`src/hw/rtl/sfr_pkg.sv`:
```
// Shared types and constants of the serial frame receiver.
// Used by sfr_core, sfr_obuf and serial_frame_receiver_unit; no dependencies.
package sfr_pkg;

  localparam int unsigned ByteW  = 8;
  localparam int unsigned WordW  = 16;
  localparam int unsigned ObufDepth = 2;
  localparam int unsigned ObufCntW  = $clog2(ObufDepth + 1);

  localparam logic [WordW-1:0] MinFrameLen  = 16'd7;
  localparam logic [WordW-1:0] HeaderLen    = 16'd3;
  localparam logic [WordW-1:0] TrailerLen   = 16'd3;
  localparam logic [WordW-1:0] OverheadLen  = 16'd6;
  localparam logic [WordW-1:0] FirstLenIdx  = 16'd1;
  localparam logic [WordW-1:0] SecondLenIdx = 16'd2;
  localparam logic [WordW-1:0] GapMax       = 16'hFFFF;

  localparam logic [ByteW-1:0] StartByteRst    = 8'd2;
  localparam logic [ByteW-1:0] EndByteRst      = 8'd3;
  localparam logic [WordW-1:0] TimeoutTicksRst = 16'd1000;
  localparam logic [WordW-1:0] LengthLimitRst  = 16'd1008;

  typedef enum logic {
    OP_BYTE = 1'b0,
    OP_TICK = 1'b1
  } op_e;

  typedef enum logic [1:0] {
    CFG_START_BYTE    = 2'd0,
    CFG_END_BYTE      = 2'd1,
    CFG_TIMEOUT_TICKS = 2'd2,
    CFG_LENGTH_LIMIT  = 2'd3
  } cfg_idx_e;

  typedef enum logic [1:0] {
    KIND_PAYLOAD = 2'd0,
    KIND_DONE    = 2'd1,
    KIND_ERROR   = 2'd2
  } kind_e;

  typedef enum logic [2:0] {
    ST_OK        = 3'd0,
    ST_TOO_LONG  = 3'd1,
    ST_TOO_SHORT = 3'd2,
    ST_NO_END    = 3'd3,
    ST_BAD_SUM   = 3'd4,
    ST_TIMEOUT   = 3'd5
  } status_e;

  typedef enum logic [3:0] {
    PH_IDLE = 4'b0001,
    PH_LEN  = 4'b0010,
    PH_BODY = 4'b0100,
    PH_END  = 4'b1000
  } phase_e;

  typedef struct packed {
    logic [ByteW-1:0] start_byte;
    logic [ByteW-1:0] end_byte;
    logic [WordW-1:0] timeout_ticks;
    logic [WordW-1:0] length_limit;
  } cfg_t;

  typedef struct packed {
    kind_e            kind;
    logic [ByteW-1:0] payload_byte;
    logic [WordW-1:0] payload_offset;
    status_e          status;
    logic [ByteW-1:0] command;
    logic [WordW-1:0] payload_count;
  } result_t;

  typedef struct packed {
    logic                space;
    logic [ObufCntW-1:0] count;
  } obuf_stat_t;

endpackage

```
`src/hw/rtl/sfr_core.sv`:
```
// Frame parser: frame state registers and the per-item next-state logic.
// Depends on sfr_pkg.
module sfr_core (
  input  logic                          clk_i,
  input  logic                          rst_ni,
  input  logic                          fire_i,
  input  logic                          op_i,
  input  logic [sfr_pkg::ByteW-1:0]     byte_i,
  input  sfr_pkg::cfg_t                 cfg_i,
  output logic                          res_valid_o,
  output sfr_pkg::result_t              res_o
);
  import sfr_pkg::*;

  phase_e           phase_q, phase_d;
  logic [WordW-1:0] idx_q, idx_d;
  logic [WordW-1:0] len_q, len_d;
  logic [WordW-1:0] sum_q, sum_d;
  logic [WordW-1:0] csum_q, csum_d;
  logic [ByteW-1:0] first_q, first_d;
  logic [WordW-1:0] gap_q, gap_d;
  logic             tmr_q, tmr_d;

  logic [WordW-1:0] gap_inc;
  logic [WordW-1:0] len_full;
  logic [WordW-1:0] body_end;
  logic [WordW-1:0] chk;

  assign gap_inc  = (gap_q != GapMax) ? gap_q + 16'd1 : gap_q;
  assign len_full = {len_q[WordW-1:ByteW], byte_i};
  assign body_end = len_q - TrailerLen;
  assign chk      = sum_q + csum_q;

  always_comb begin
    phase_d     = phase_q;
    idx_d       = idx_q;
    len_d       = len_q;
    sum_d       = sum_q;
    csum_d      = csum_q;
    first_d     = first_q;
    gap_d       = gap_q;
    tmr_d       = tmr_q;
    res_valid_o = 1'b0;
    res_o       = '0;
    res_o.kind  = KIND_PAYLOAD;
    res_o.status = ST_OK;
    if (fire_i) begin
      if (op_i == OP_TICK) begin
        if (tmr_q) begin
          gap_d = gap_inc;
          if (gap_inc > cfg_i.timeout_ticks) begin
            phase_d      = PH_IDLE;
            tmr_d        = 1'b0;
            res_valid_o  = 1'b1;
            res_o.kind   = KIND_ERROR;
            res_o.status = ST_TIMEOUT;
          end
        end
      end else begin
        case (phase_q)
          PH_IDLE: begin
            if (byte_i == cfg_i.start_byte) begin
              phase_d = PH_LEN;
              idx_d   = FirstLenIdx;
              len_d   = '0;
              sum_d   = '0;
              csum_d  = '0;
              first_d = '0;
              gap_d   = '0;
              tmr_d   = 1'b1;
            end
          end
          PH_LEN: begin
            gap_d = '0;
            if (idx_q == FirstLenIdx) begin
              len_d = {byte_i, {ByteW{1'b0}}};
              idx_d = SecondLenIdx;
            end else begin
              len_d = len_full;
              idx_d = HeaderLen;
              if (len_full >= cfg_i.length_limit) begin
                phase_d      = PH_IDLE;
                tmr_d        = 1'b0;
                res_valid_o  = 1'b1;
                res_o.kind   = KIND_ERROR;
                res_o.status = ST_TOO_LONG;
              end else if (len_full < MinFrameLen) begin
                phase_d      = PH_IDLE;
                tmr_d        = 1'b0;
                res_valid_o  = 1'b1;
                res_o.kind   = KIND_ERROR;
                res_o.status = ST_TOO_SHORT;
              end else begin
                phase_d = PH_BODY;
              end
            end
          end
          PH_BODY: begin
            gap_d = '0;
            idx_d = idx_q + 16'd1;
            if (idx_q < body_end) begin
              if (idx_q == HeaderLen) begin
                first_d = byte_i;
              end
              sum_d                = sum_q + {{(WordW-ByteW){1'b0}}, byte_i};
              res_valid_o          = 1'b1;
              res_o.kind           = KIND_PAYLOAD;
              res_o.payload_byte   = byte_i;
              res_o.payload_offset = idx_q - HeaderLen;
            end else if (idx_q == body_end) begin
              csum_d = {byte_i, {ByteW{1'b0}}};
            end else begin
              csum_d  = {csum_q[WordW-1:ByteW], byte_i};
              phase_d = PH_END;
            end
          end
          PH_END: begin
            gap_d       = '0;
            phase_d     = PH_IDLE;
            tmr_d       = 1'b0;
            res_valid_o = 1'b1;
            if (byte_i != cfg_i.end_byte) begin
              res_o.kind   = KIND_ERROR;
              res_o.status = ST_NO_END;
            end else if (chk != '0) begin
              res_o.kind   = KIND_ERROR;
              res_o.status = ST_BAD_SUM;
            end else begin
              res_o.kind          = KIND_DONE;
              res_o.command       = first_q;
              res_o.payload_count = len_q - OverheadLen;
            end
          end
          default: begin
            phase_d = PH_IDLE;
            tmr_d   = 1'b0;
          end
        endcase
      end
    end
  end

  always_ff @(posedge clk_i or negedge rst_ni) begin
    if (!rst_ni) begin
      phase_q <= PH_IDLE;
      idx_q   <= '0;
      len_q   <= '0;
      sum_q   <= '0;
      csum_q  <= '0;
      first_q <= '0;
      gap_q   <= '0;
      tmr_q   <= 1'b0;
    end else begin
      phase_q <= phase_d;
      idx_q   <= idx_d;
      len_q   <= len_d;
      sum_q   <= sum_d;
      csum_q  <= csum_d;
      first_q <= first_d;
      gap_q   <= gap_d;
      tmr_q   <= tmr_d;
    end
  end

endmodule

```
`src/hw/rtl/sfr_obuf.sv`:
```
// Two-entry result buffer that decouples the parser from the output channel.
// Depends on sfr_pkg.
module sfr_obuf (
  input  logic                 clk_i,
  input  logic                 rst_ni,
  input  logic                 push_i,
  input  sfr_pkg::result_t     push_data_i,
  output logic                 out_valid_o,
  input  logic                 out_ready_i,
  output sfr_pkg::result_t     out_data_o,
  output sfr_pkg::obuf_stat_t  stat_o
);
  import sfr_pkg::*;

  result_t             mem_q [ObufDepth];
  logic                wr_ptr_q, wr_ptr_d;
  logic                rd_ptr_q, rd_ptr_d;
  logic [ObufCntW-1:0] cnt_q, cnt_d;
  logic                pop;

  assign out_valid_o  = (cnt_q != '0);
  assign pop          = out_valid_o && out_ready_i;
  assign out_data_o   = mem_q[rd_ptr_q];
  assign stat_o.count = cnt_q;
  assign stat_o.space = (cnt_q != ObufCntW'(ObufDepth)) || out_ready_i;

  always_comb begin
    wr_ptr_d = push_i ? ~wr_ptr_q : wr_ptr_q;
    rd_ptr_d = pop ? ~rd_ptr_q : rd_ptr_q;
    cnt_d    = cnt_q;
    if (push_i && !pop) begin
      cnt_d = cnt_q + ObufCntW'(1);
    end else if (!push_i && pop) begin
      cnt_d = cnt_q - ObufCntW'(1);
    end
  end

  always_ff @(posedge clk_i) begin
    if (push_i) begin
      mem_q[wr_ptr_q] <= push_data_i;
    end
  end

  always_ff @(posedge clk_i or negedge rst_ni) begin
    if (!rst_ni) begin
      wr_ptr_q <= 1'b0;
      rd_ptr_q <= 1'b0;
      cnt_q    <= '0;
    end else begin
      wr_ptr_q <= wr_ptr_d;
      rd_ptr_q <= rd_ptr_d;
      cnt_q    <= cnt_d;
    end
  end

endmodule

```
`src/hw/rtl/serial_frame_receiver_unit.sv`:
```
// Top level of the serial frame receiver: input register, configuration
// registers, parser core and result buffer. Depends on sfr_pkg, sfr_core, sfr_obuf.
//
//   Channel  Direction  Handshake               Payload
//   in       input      in_valid_i/in_ready_o   operation_i, rx_byte_i
//   out      output     out_valid_o/out_ready_i kind_o .. payload_count_o
//   cfg      input      cfg_we_i                cfg_idx_i, cfg_data_i
//
// One item per cycle is taken while the result buffer has room; an item's result
// passes through the input register and then the result buffer before it is offered.
// The parser advances one item per cycle as long as the two-entry result
// buffer has room, so a stalled output keeps accepting until both fill.
// Reset returns the parser to idle and loads the default configuration.
module serial_frame_receiver_unit (
  input  logic                           clk_i,
  input  logic                           rst_ni,
  input  logic                           in_valid_i,
  output logic                           in_ready_o,
  input  logic                           operation_i,
  input  logic [7:0]                     rx_byte_i,
  output logic                           out_valid_o,
  input  logic                           out_ready_i,
  output logic [1:0]                     kind_o,
  output logic [7:0]                     payload_byte_o,
  output logic [15:0]                    payload_offset_o,
  output logic [2:0]                     status_o,
  output logic [7:0]                     command_o,
  output logic [15:0]                    payload_count_o,
  input  logic                           cfg_we_i,
  input  logic [1:0]                     cfg_idx_i,
  input  logic [15:0]                    cfg_data_i
);
  import sfr_pkg::*;

  cfg_t             cfg_q, cfg_d;
  logic             in_vld_q, in_vld_d;
  logic             op_q;
  logic [ByteW-1:0] byte_q;
  logic             fire;
  logic             res_valid;
  result_t          res;
  result_t          out_data;
  obuf_stat_t       ob_stat;

  assign fire       = in_vld_q && ob_stat.space;
  assign in_ready_o = !in_vld_q || fire;
  assign in_vld_d   = (in_valid_i && in_ready_o) || (in_vld_q && !fire);

  always_comb begin
    cfg_d = cfg_q;
    if (cfg_we_i) begin
      case (cfg_idx_i)
        CFG_START_BYTE:    cfg_d.start_byte    = cfg_data_i[ByteW-1:0];
        CFG_END_BYTE:      cfg_d.end_byte      = cfg_data_i[ByteW-1:0];
        CFG_TIMEOUT_TICKS: cfg_d.timeout_ticks = cfg_data_i;
        CFG_LENGTH_LIMIT:  cfg_d.length_limit  = cfg_data_i;
        default:           cfg_d = cfg_q;
      endcase
    end
  end

  always_ff @(posedge clk_i or negedge rst_ni) begin
    if (!rst_ni) begin
      cfg_q.start_byte    <= StartByteRst;
      cfg_q.end_byte      <= EndByteRst;
      cfg_q.timeout_ticks <= TimeoutTicksRst;
      cfg_q.length_limit  <= LengthLimitRst;
      in_vld_q            <= 1'b0;
    end else begin
      cfg_q    <= cfg_d;
      in_vld_q <= in_vld_d;
    end
  end

  always_ff @(posedge clk_i) begin
    if (in_valid_i && in_ready_o) begin
      op_q   <= operation_i;
      byte_q <= rx_byte_i;
    end
  end

  sfr_core u_core (
    .clk_i       (clk_i),
    .rst_ni      (rst_ni),
    .fire_i      (fire),
    .op_i        (op_q),
    .byte_i      (byte_q),
    .cfg_i       (cfg_q),
    .res_valid_o (res_valid),
    .res_o       (res)
  );

  sfr_obuf u_obuf (
    .clk_i       (clk_i),
    .rst_ni      (rst_ni),
    .push_i      (fire && res_valid),
    .push_data_i (res),
    .out_valid_o (out_valid_o),
    .out_ready_i (out_ready_i),
    .out_data_o  (out_data),
    .stat_o      (ob_stat)
  );

  assign kind_o           = out_data.kind;
  assign payload_byte_o   = out_data.payload_byte;
  assign payload_offset_o = out_data.payload_offset;
  assign status_o         = out_data.status;
  assign command_o        = out_data.command;
  assign payload_count_o  = out_data.payload_count;

  // A pending item must not be dropped when the input register refuses new ones.
  a_ready_low_means_full: assert property (@(posedge clk_i) disable iff (!rst_ni)
    !in_ready_o |-> in_vld_q)
    else $error("input refused while input register empty");

  // The parser must not advance when the result buffer is full and stalled.
  a_no_push_when_full: assert property (@(posedge clk_i) disable iff (!rst_ni)
    (ob_stat.count == ObufCntW'(ObufDepth) && !out_ready_i) |-> !fire)
    else $error("parser advanced into a full result buffer");

  // A payload item always carries an ok status.
  a_payload_status: assert property (@(posedge clk_i) disable iff (!rst_ni)
    (out_valid_o && kind_o == KIND_PAYLOAD) |-> (status_o == ST_OK))
    else $error("payload item with nonzero status");

endmodule
```
`config.mk`:
```
export PLATFORM = sky130hd
export DESIGN_NAME = serial_frame_receiver_unit
export DESIGN_NICKNAME = d
export VERILOG_FILES = /design/src/hw/rtl/sfr_pkg.sv /design/src/hw/rtl/sfr_core.sv /design/src/hw/rtl/sfr_obuf.sv /design/src/hw/rtl/serial_frame_receiver_unit.sv
export SDC_FILE = /design/constraint.sdc
export NUM_CORES = 1
export LEC_CHECK = 0
export BUFFER_PORTS_ARGS = -buffer_cell sky130_fd_sc_hd__buf_2
export CELL_PAD_IN_SITES_DETAIL_PLACEMENT = 0
export CELL_PAD_IN_SITES_GLOBAL_PLACEMENT = 1
export CORE_MARGIN = 2
export CORE_UTILIZATION = 50
export DETAILED_ROUTE_END_ITERATION = 8
export GPL_ROUTABILITY_DRIVEN = 0
export PLACE_DENSITY = 0.92
export SLEW_MARGIN = 20
export SYNTH_ARGS = -nofsm -noshare
export SYNTH_HDL_FRONTEND = slang
export SYNTH_SLANG_ARGS = --single-unit
```
`constraint.sdc`:
```
create_clock -name clk_i -period 13.4 [get_ports clk_i]
set_input_delay 2.68 -clock clk_i [delete_from_list [all_inputs] [get_ports clk_i]]
set_output_delay 2.68 -clock clk_i [all_outputs]
set_load 0.02 [all_outputs]
```
==> impl_metrics.ini, run 1 <==
[final_layout]
multi_input_area_um2 = 6710
drive_above_1_share_pct = 20.2
nNetsFinal = 1486
layout.area.seq_um2 = 7130
syn_to_final_growth_pct = 12.3
final_util_pct = 57.3
antennaDiodeCount = 0
instances_no_fill = 1774
n_fill_cell = 2382

[clock_tree]
cts.htree.levels = 1
cts.repair.resized = 0
cts_setup_buffers = 0
cts_buffer_depth = 3
cts-root-buf = clkbuf_16
clk_pin_slew_ps = 60
hold_buffers = 0
cts_tree = done
clk_latency_ps = 550
clock_sinks = 261
cts_made_buffers = 28

[global_routing]
grt_pass1_vias = 10100
grt_use_total_pct = 21.5
grt-ovfl-total = 0
grt_start_max_net_pins = 83
grt_pass1_wl_mm = 53.0
antenna_found_initial = 0

[logic_synthesis]
ys_warn_count = 0
syn_avg_cell_area_um2 = 10.9
syn_inst = 1310
synth_area_um2 = 14300
synth_most_common_cell = dfrtp_1
async_flop_share_pct = 55.9
yosys.area.top_type_share_pct = 24.1
ys_ff_latch = 261
synth_edf_count = 115
ys_top_cells_by_area = edfxtp_1 24%, dfrtp_1 23%, mux2_2 8.0%
yosysSeqAreaShare_pct = 49.8
ys_top_cells_by_count = 130 x dfrtp_1, 115 x edfxtp_1, 101 x mux2_2, 99 x nand2_1, 90 x nor2_1
synth.largest_area_cell = edfxtp_1
ys.flop_type = dfrtp_1
synth.distinct_cells = 73
synth_nets = 1422

[power]
pwr-share-comb_pct = 33.4
netSwitchingFraction_pct = 34.7
p_switching_mw = 0.965
p_int_mw = 1.81
leakage_nw = 6.93
ir_worst_vdd_uv = 89.6
power_density_nw_per_um2 = 173
p_clk_share_pct = 29.2
power.share.sequential_pct = 37.4

[sta]
tns_ps = 0
fin_ws_ps = 7020
hold_ws_ps = 482
fmax_mhz = 157
slew_viol_final = 0
slew_headroom_pct = 29.7
fin_crit_sh_pct = 47.6
setup_viol = 0
clock-skew-final_ps = 28.8
worst_pin_slew_ps = 1050
finalHoldViolations = 0
rsz0062_at_grt = false
post-route-min-period_ps = 6380

[floorplan]
dieHeight_um = 173
chipWidth_um = 173
fp.dieArea_um2 = 30000
fp.coreArea_um2 = 28000
start_util_pct = 51.1
rows = 61
ios = 87

[worst_setup_path]
slowest_delay_ps = 440
crit_type = input pin to primary output
cp-end-kind = primary output
crit_fanout = 3
crit_path_start = out_ready_i
worstPathArrival_ps = 3700
crit_required_ps = 10720
worstReg2RegStart = u_core.gap_q[3]$_DFFE_PN0P_
crit_path_start_kind = input pin
crit_top_cell = buf_2
crit_chain = buf_2, nor3b_1, nand2_1, buf_2
cpMaxStageDelayCell = nor3b_1

[route]
via_per_inst = 5.73
drtIter0Drc = 865
vias = 10200
route.final.wire_length_mm = 32.2
drc = 0
ant_nets = 0
wire_per_inst_um = 18.1
dr.pass1.iters = 5

[run_status]
outcome = finished clean

[place]
place_inst = 1722
io_buffer_count = 86
dp_hpwl_mm = 22.6
pre_cts_ws_ps = 7030

[min_path]
worstHoldStart = u_obuf.cnt_q[1]$_DFFE_PN0P_
hold_path_class = flop to flop

[flow_run]
drv_cap = 0
==> power groups by stage <==
stage | clock (mW) | sequential [mW] | combinational (mW)
after CTS | 0.823 | 1.04 | 0.930
final | 0.810 | 1.04 | 0.927
after global routing | 0.851 | 1.05 | 1.03
after detailed placement | 0 | 1.05 | 0.924
after global placement | 0 | 1.05 | 0.908
after floorplan | 0 | 1.01 | 0.722
==> logic make-up (layout without fill, tap and decap cells) <==
logic type      count (synthesis)  count (layout)  synth area share (%)
buf+inv                       128             214                  3.50
simple gates                  410             410                  14.8
mux                           113             113                  8.83
compound gates                221             221                  10.0
flops                         261             261                  49.8
fa+ha+maj                      80              80                  7.10
xor+xnor                       97              97                  5.94
==> routing by layer <==
metal  track usage, %  routed length, um
met2             34.9              15000
met5                0                  0
met1             31.1              14600
met4             5.08                636
met3             2.64               1880
==> registers in the layout (all words and copies together), names as in the netlist, 2 cells and up <==
signal          count
u_core.len_q       16
u_core.csum_q      16
u_core.idx_q       16
cfg_q              48
u_core.gap_q       16
u_core.first_q      8
u_obuf.mem_q      106
u_core.sum_q       16
u_obuf.cnt_q        2
byte_q              8
u_core.phase_q      4
==> worst paths after layout <==
kind	slack (ps)	end	cells after the start
worst max-delay path	7020	in_ready_o	4
worst min register to register	480	u_obuf.cnt_q[1]$_DFFE_PN0P_	1
worst max register to register	7700	u_obuf.mem_q[0][39]$_DFFE_PP_	16
max in group asynchronous	10120	u_core.csum_q[4]$_DFFE_PN0P_	2
worst min-delay path	480	u_obuf.cnt_q[1]$_DFFE_PN0P_	1
min in group asynchronous	2130	u_core.gap_q[9]$_DFFE_PN0P_	1
==> cell type report <==
cell class              instances  share of cell area, %
clock buffers                  36                   4.88
clock inverters                16                   1.22
inverters                      65                   1.52
multi-input cells             921                   41.8
flip-flops and latches        261                   44.4
well taps                     378                   2.94
repair buffers                 97                   3.26
==> through the flow <==
| step | power (mW) | instance area, um^2 |
|---|---|---|
| global route | 2.93 | 16100 |
| global placement | 1.95 | 15100 |
| detailed placement | 1.98 | 15100 |
| floorplan | 1.73 | 14300 |
| CTS | 2.79 | 16100 |
| finish | 2.78 | 16100 |
==> worst max-delay path: cells and delay by family <==
kind	cells	cell delay (ps)
and+or+nand+nor	2	680
buffers and inverters	2	340
==> layout by cell type, fill, tap and decap left out, types with 19 or more instances in the layout <==
cell / Yosys / routed
xor2_1: 53 / 53
nand2_1: 99 / 99
edfxtp_1: 115 / 115
a22o_1: 19 / 19
inv_1: 65 / 65
xnor2_1: 44 / 43
nor2_1: 90 / 90
a21oi_1: 52 / 51
nor4_1: 38 / 38
clkbuf_16: 0 / 30
buf_2: 4 / 85
dfrtp_1: 130 / 129
nor3_1: 20 / 20
nand3_1: 49 / 49
o21ai_0: 50 / 50
ha_1: 78 / 78
mux2_2: 101 / 101
(Power assumes the default switching activity.)
==> run 2, diff against run 1 <==
--- a/config.mk
+++ b/config.mk
@@ -9,10 +9,10 @@
 export CELL_PAD_IN_SITES_DETAIL_PLACEMENT = 0
 export CELL_PAD_IN_SITES_GLOBAL_PLACEMENT = 1
 export CORE_MARGIN = 2
-export CORE_UTILIZATION = 50
+export CORE_UTILIZATION = 45
 export DETAILED_ROUTE_END_ITERATION = 8
 export GPL_ROUTABILITY_DRIVEN = 0
-export PLACE_DENSITY = 0.92
+export PLACE_DENSITY = 0.88
 export SLEW_MARGIN = 20
 export SYNTH_ARGS = -nofsm -noshare
 export SYNTH_HDL_FRONTEND = slang
==> constraint.sdc (replaced) <==
create_clock -name clk_i -period 5.2 [get_ports clk_i]
set_input_delay 1.04 -clock clk_i [delete_from_list [all_inputs] [get_ports clk_i]]
set_output_delay 1.04 -clock clk_i [all_outputs]
set_load 0.02 [all_outputs]
==> impl_metrics.ini, run 2 (synthesis results as in run 1) <==
[worst_setup_path]
r2r_slack_ps = 420
crit_fanout = 53
crit_path_start_kind = flop
path_depth = 16
worstSetupEndpoint = u_obuf.mem_q[0][47]$_DFFE_PP_
cp-end-kind = flop
r2r_cells = 16
crit_required_ps = 5440
slowest_delay_ps = 530
cp_num_buf_inv = 1
worstReg2RegStart = u_core.gap_q[3]$_DFFE_PN0P_
r2r-end = u_obuf.mem_q[0][47]$_DFFE_PP_
path_delay_family = simple AND/OR/NAND/NOR gates
cpMaxStageDelayCell = or3_1
crit_chain = and4_1, nand3_1, or3_1, or3_1, nand2_1, nand2_1, ha_1, nor2b_1, o21a_1, o211ai_1, a211o_1, a31oi_1, a31oi_1, a41oi_1, nor2b_4, buf_12
crit_path_start = u_core.gap_q[3]$_DFFE_PN0P_
worstPathArrival_ps = 5010
crit_type = flop to flop

[sta]
slew_viol_final = 0
setup_viol = 0
slew_headroom_pct = 33.3
fin_crit_sh_pct = 91.8
clock-skew-final_ps = 24.5
post-route-min-period_ps = 4780
fmax_mhz = 209
worst_pin_slew_ps = 1000
tns_ps = 0
finalHoldViolations = 0
rsz0062_at_grt = false

[clock_tree]
cts.repair.resized = 0
cts_setup_buffers = 0
cts_buffer_depth = 3
cts-root-buf = clkbuf_16
cts_tree = done
hold_buffers = 0
cts_made_buffers = 29
cts.htree.levels = 1
clock_sinks = 261
clk_pin_slew_ps = 60
clk_latency_ps = 570

[floorplan]
chipWidth_um = 182
ios = 87
dieHeight_um = 182
rows = 65
fp.dieArea_um2 = 33200
fp.coreArea_um2 = 31400
start_util_pct = 45.6

[final_layout]
reg_top3 = u_obuf.mem_q x106, cfg_q x48
n_fill_cell = 2760
layout_commonest_cell = dfrtp_1
drive_above_1_share_pct = 20.2
syn_to_final_growth_pct = 13.0
fin_area_um2 = 16200
layout.area.seq_um2 = 7130
multi_input_area_um2 = 6700
nNetsFinal = 1490
largest_reg_flops = 106
largest_register = u_obuf.mem_q
final_util_pct = 51.5
antennaDiodeCount = 0
layout_common_cells = 129 x dfrtp_1, 115 x edfxtp_1, 101 x mux2_2

[place]
place_area_um2 = 15100
dp_hpwl_mm = 23.2
io_buffer_count = 86

[route]
vias = 10300
drc = 0
wire_per_inst_um = 18.5
route.final.wire_length_mm = 33.3
dr.pass1.iters = 6
ant_nets = 0
drtIter0Drc = 932
via_per_inst = 5.73

[global_routing]
grt_pass1_wl_mm = 54.0
grt-ovfl-total = 0
grt_use_total_pct = 20.2
antenna_found_initial = 0
grt_pass1_vias = 10100
grt_start_max_net_pins = 59

[power]
leakage_nw = 6.96
power_density_nw_per_um2 = 452
ir_worst_vdd_uv = 275

[run_status]
outcome = finished clean

[flow_run]
drv_cap = 0

[min_path]
hold_path_class = input pin to async pin
==> run 2: cell type report <==
class                      count  share of cell area, %
sequential                   261                   44.1
multi-input combinational    921                   41.5
clock buffer                  38                   4.89
timing repair buffer         100                   3.51
tap                          402                   3.11
inverter                      65                   1.51
clock inverter                15                   1.39
==> run 2: worst min path at each step <==
stage                                startpoint                            to  slack, ps  cells after the start
floorplan           u_obuf.cnt_q[1]$_DFFE_PN0P_   u_obuf.cnt_q[1]$_DFFE_PN0P_        450                      1
global placement    u_obuf.cnt_q[1]$_DFFE_PN0P_   u_obuf.cnt_q[1]$_DFFE_PN0P_        470                      1
detailed placement  u_obuf.cnt_q[1]$_DFFE_PN0P_   u_obuf.cnt_q[1]$_DFFE_PN0P_        480                      1
CTS                                      rst_ni   u_core.gap_q[5]$_DFFE_PN0P_        420                      1
global route                             rst_ni  u_core.gap_q[10]$_DFFE_PN0P_        430                      1
finish                                   rst_ni  u_core.gap_q[10]$_DFFE_PN0P_        410                      1
==> run 2: metal layers <==
| layer | track usage (%) | part of all wire, % | vias up |
|---|---|---|---|
| li1 | - | - | 4886 |
| met1 | 29.8 | 47 | 5078 |
| met2 | 31.4 | 45 | 313 |
| met3 | 3.07 | 6.1 | 46 |
| met4 | 4.81 | 2.1 | 0 |
| met5 | 0 | 0 | - |
==> run 2: report_power, final <==
| group | internal [mW] | leakage [nW] | switching, mW | total [mW] |
|---|---|---|---|---|
| Sequential | 2.45 | 2.94 | 0.262 | 2.71 |
| Combinational | 0.978 | 3.53 | 1.45 | 2.42 |
| Clock | 1.32 | 0.492 | 0.844 | 2.17 |
==> run 2: stage by stage <==
stage	total power [mW]	worst slack, ps	cells	hold slack [ps]
after floorplan	4.45	246	1310	447
after global placement	5.10	616	1749	465
final	7.30	424	1802	410
after CTS	7.34	468	1802	416
after global routing	7.73	89.0	1802	431
after detailed placement	5.14	487	1749	479
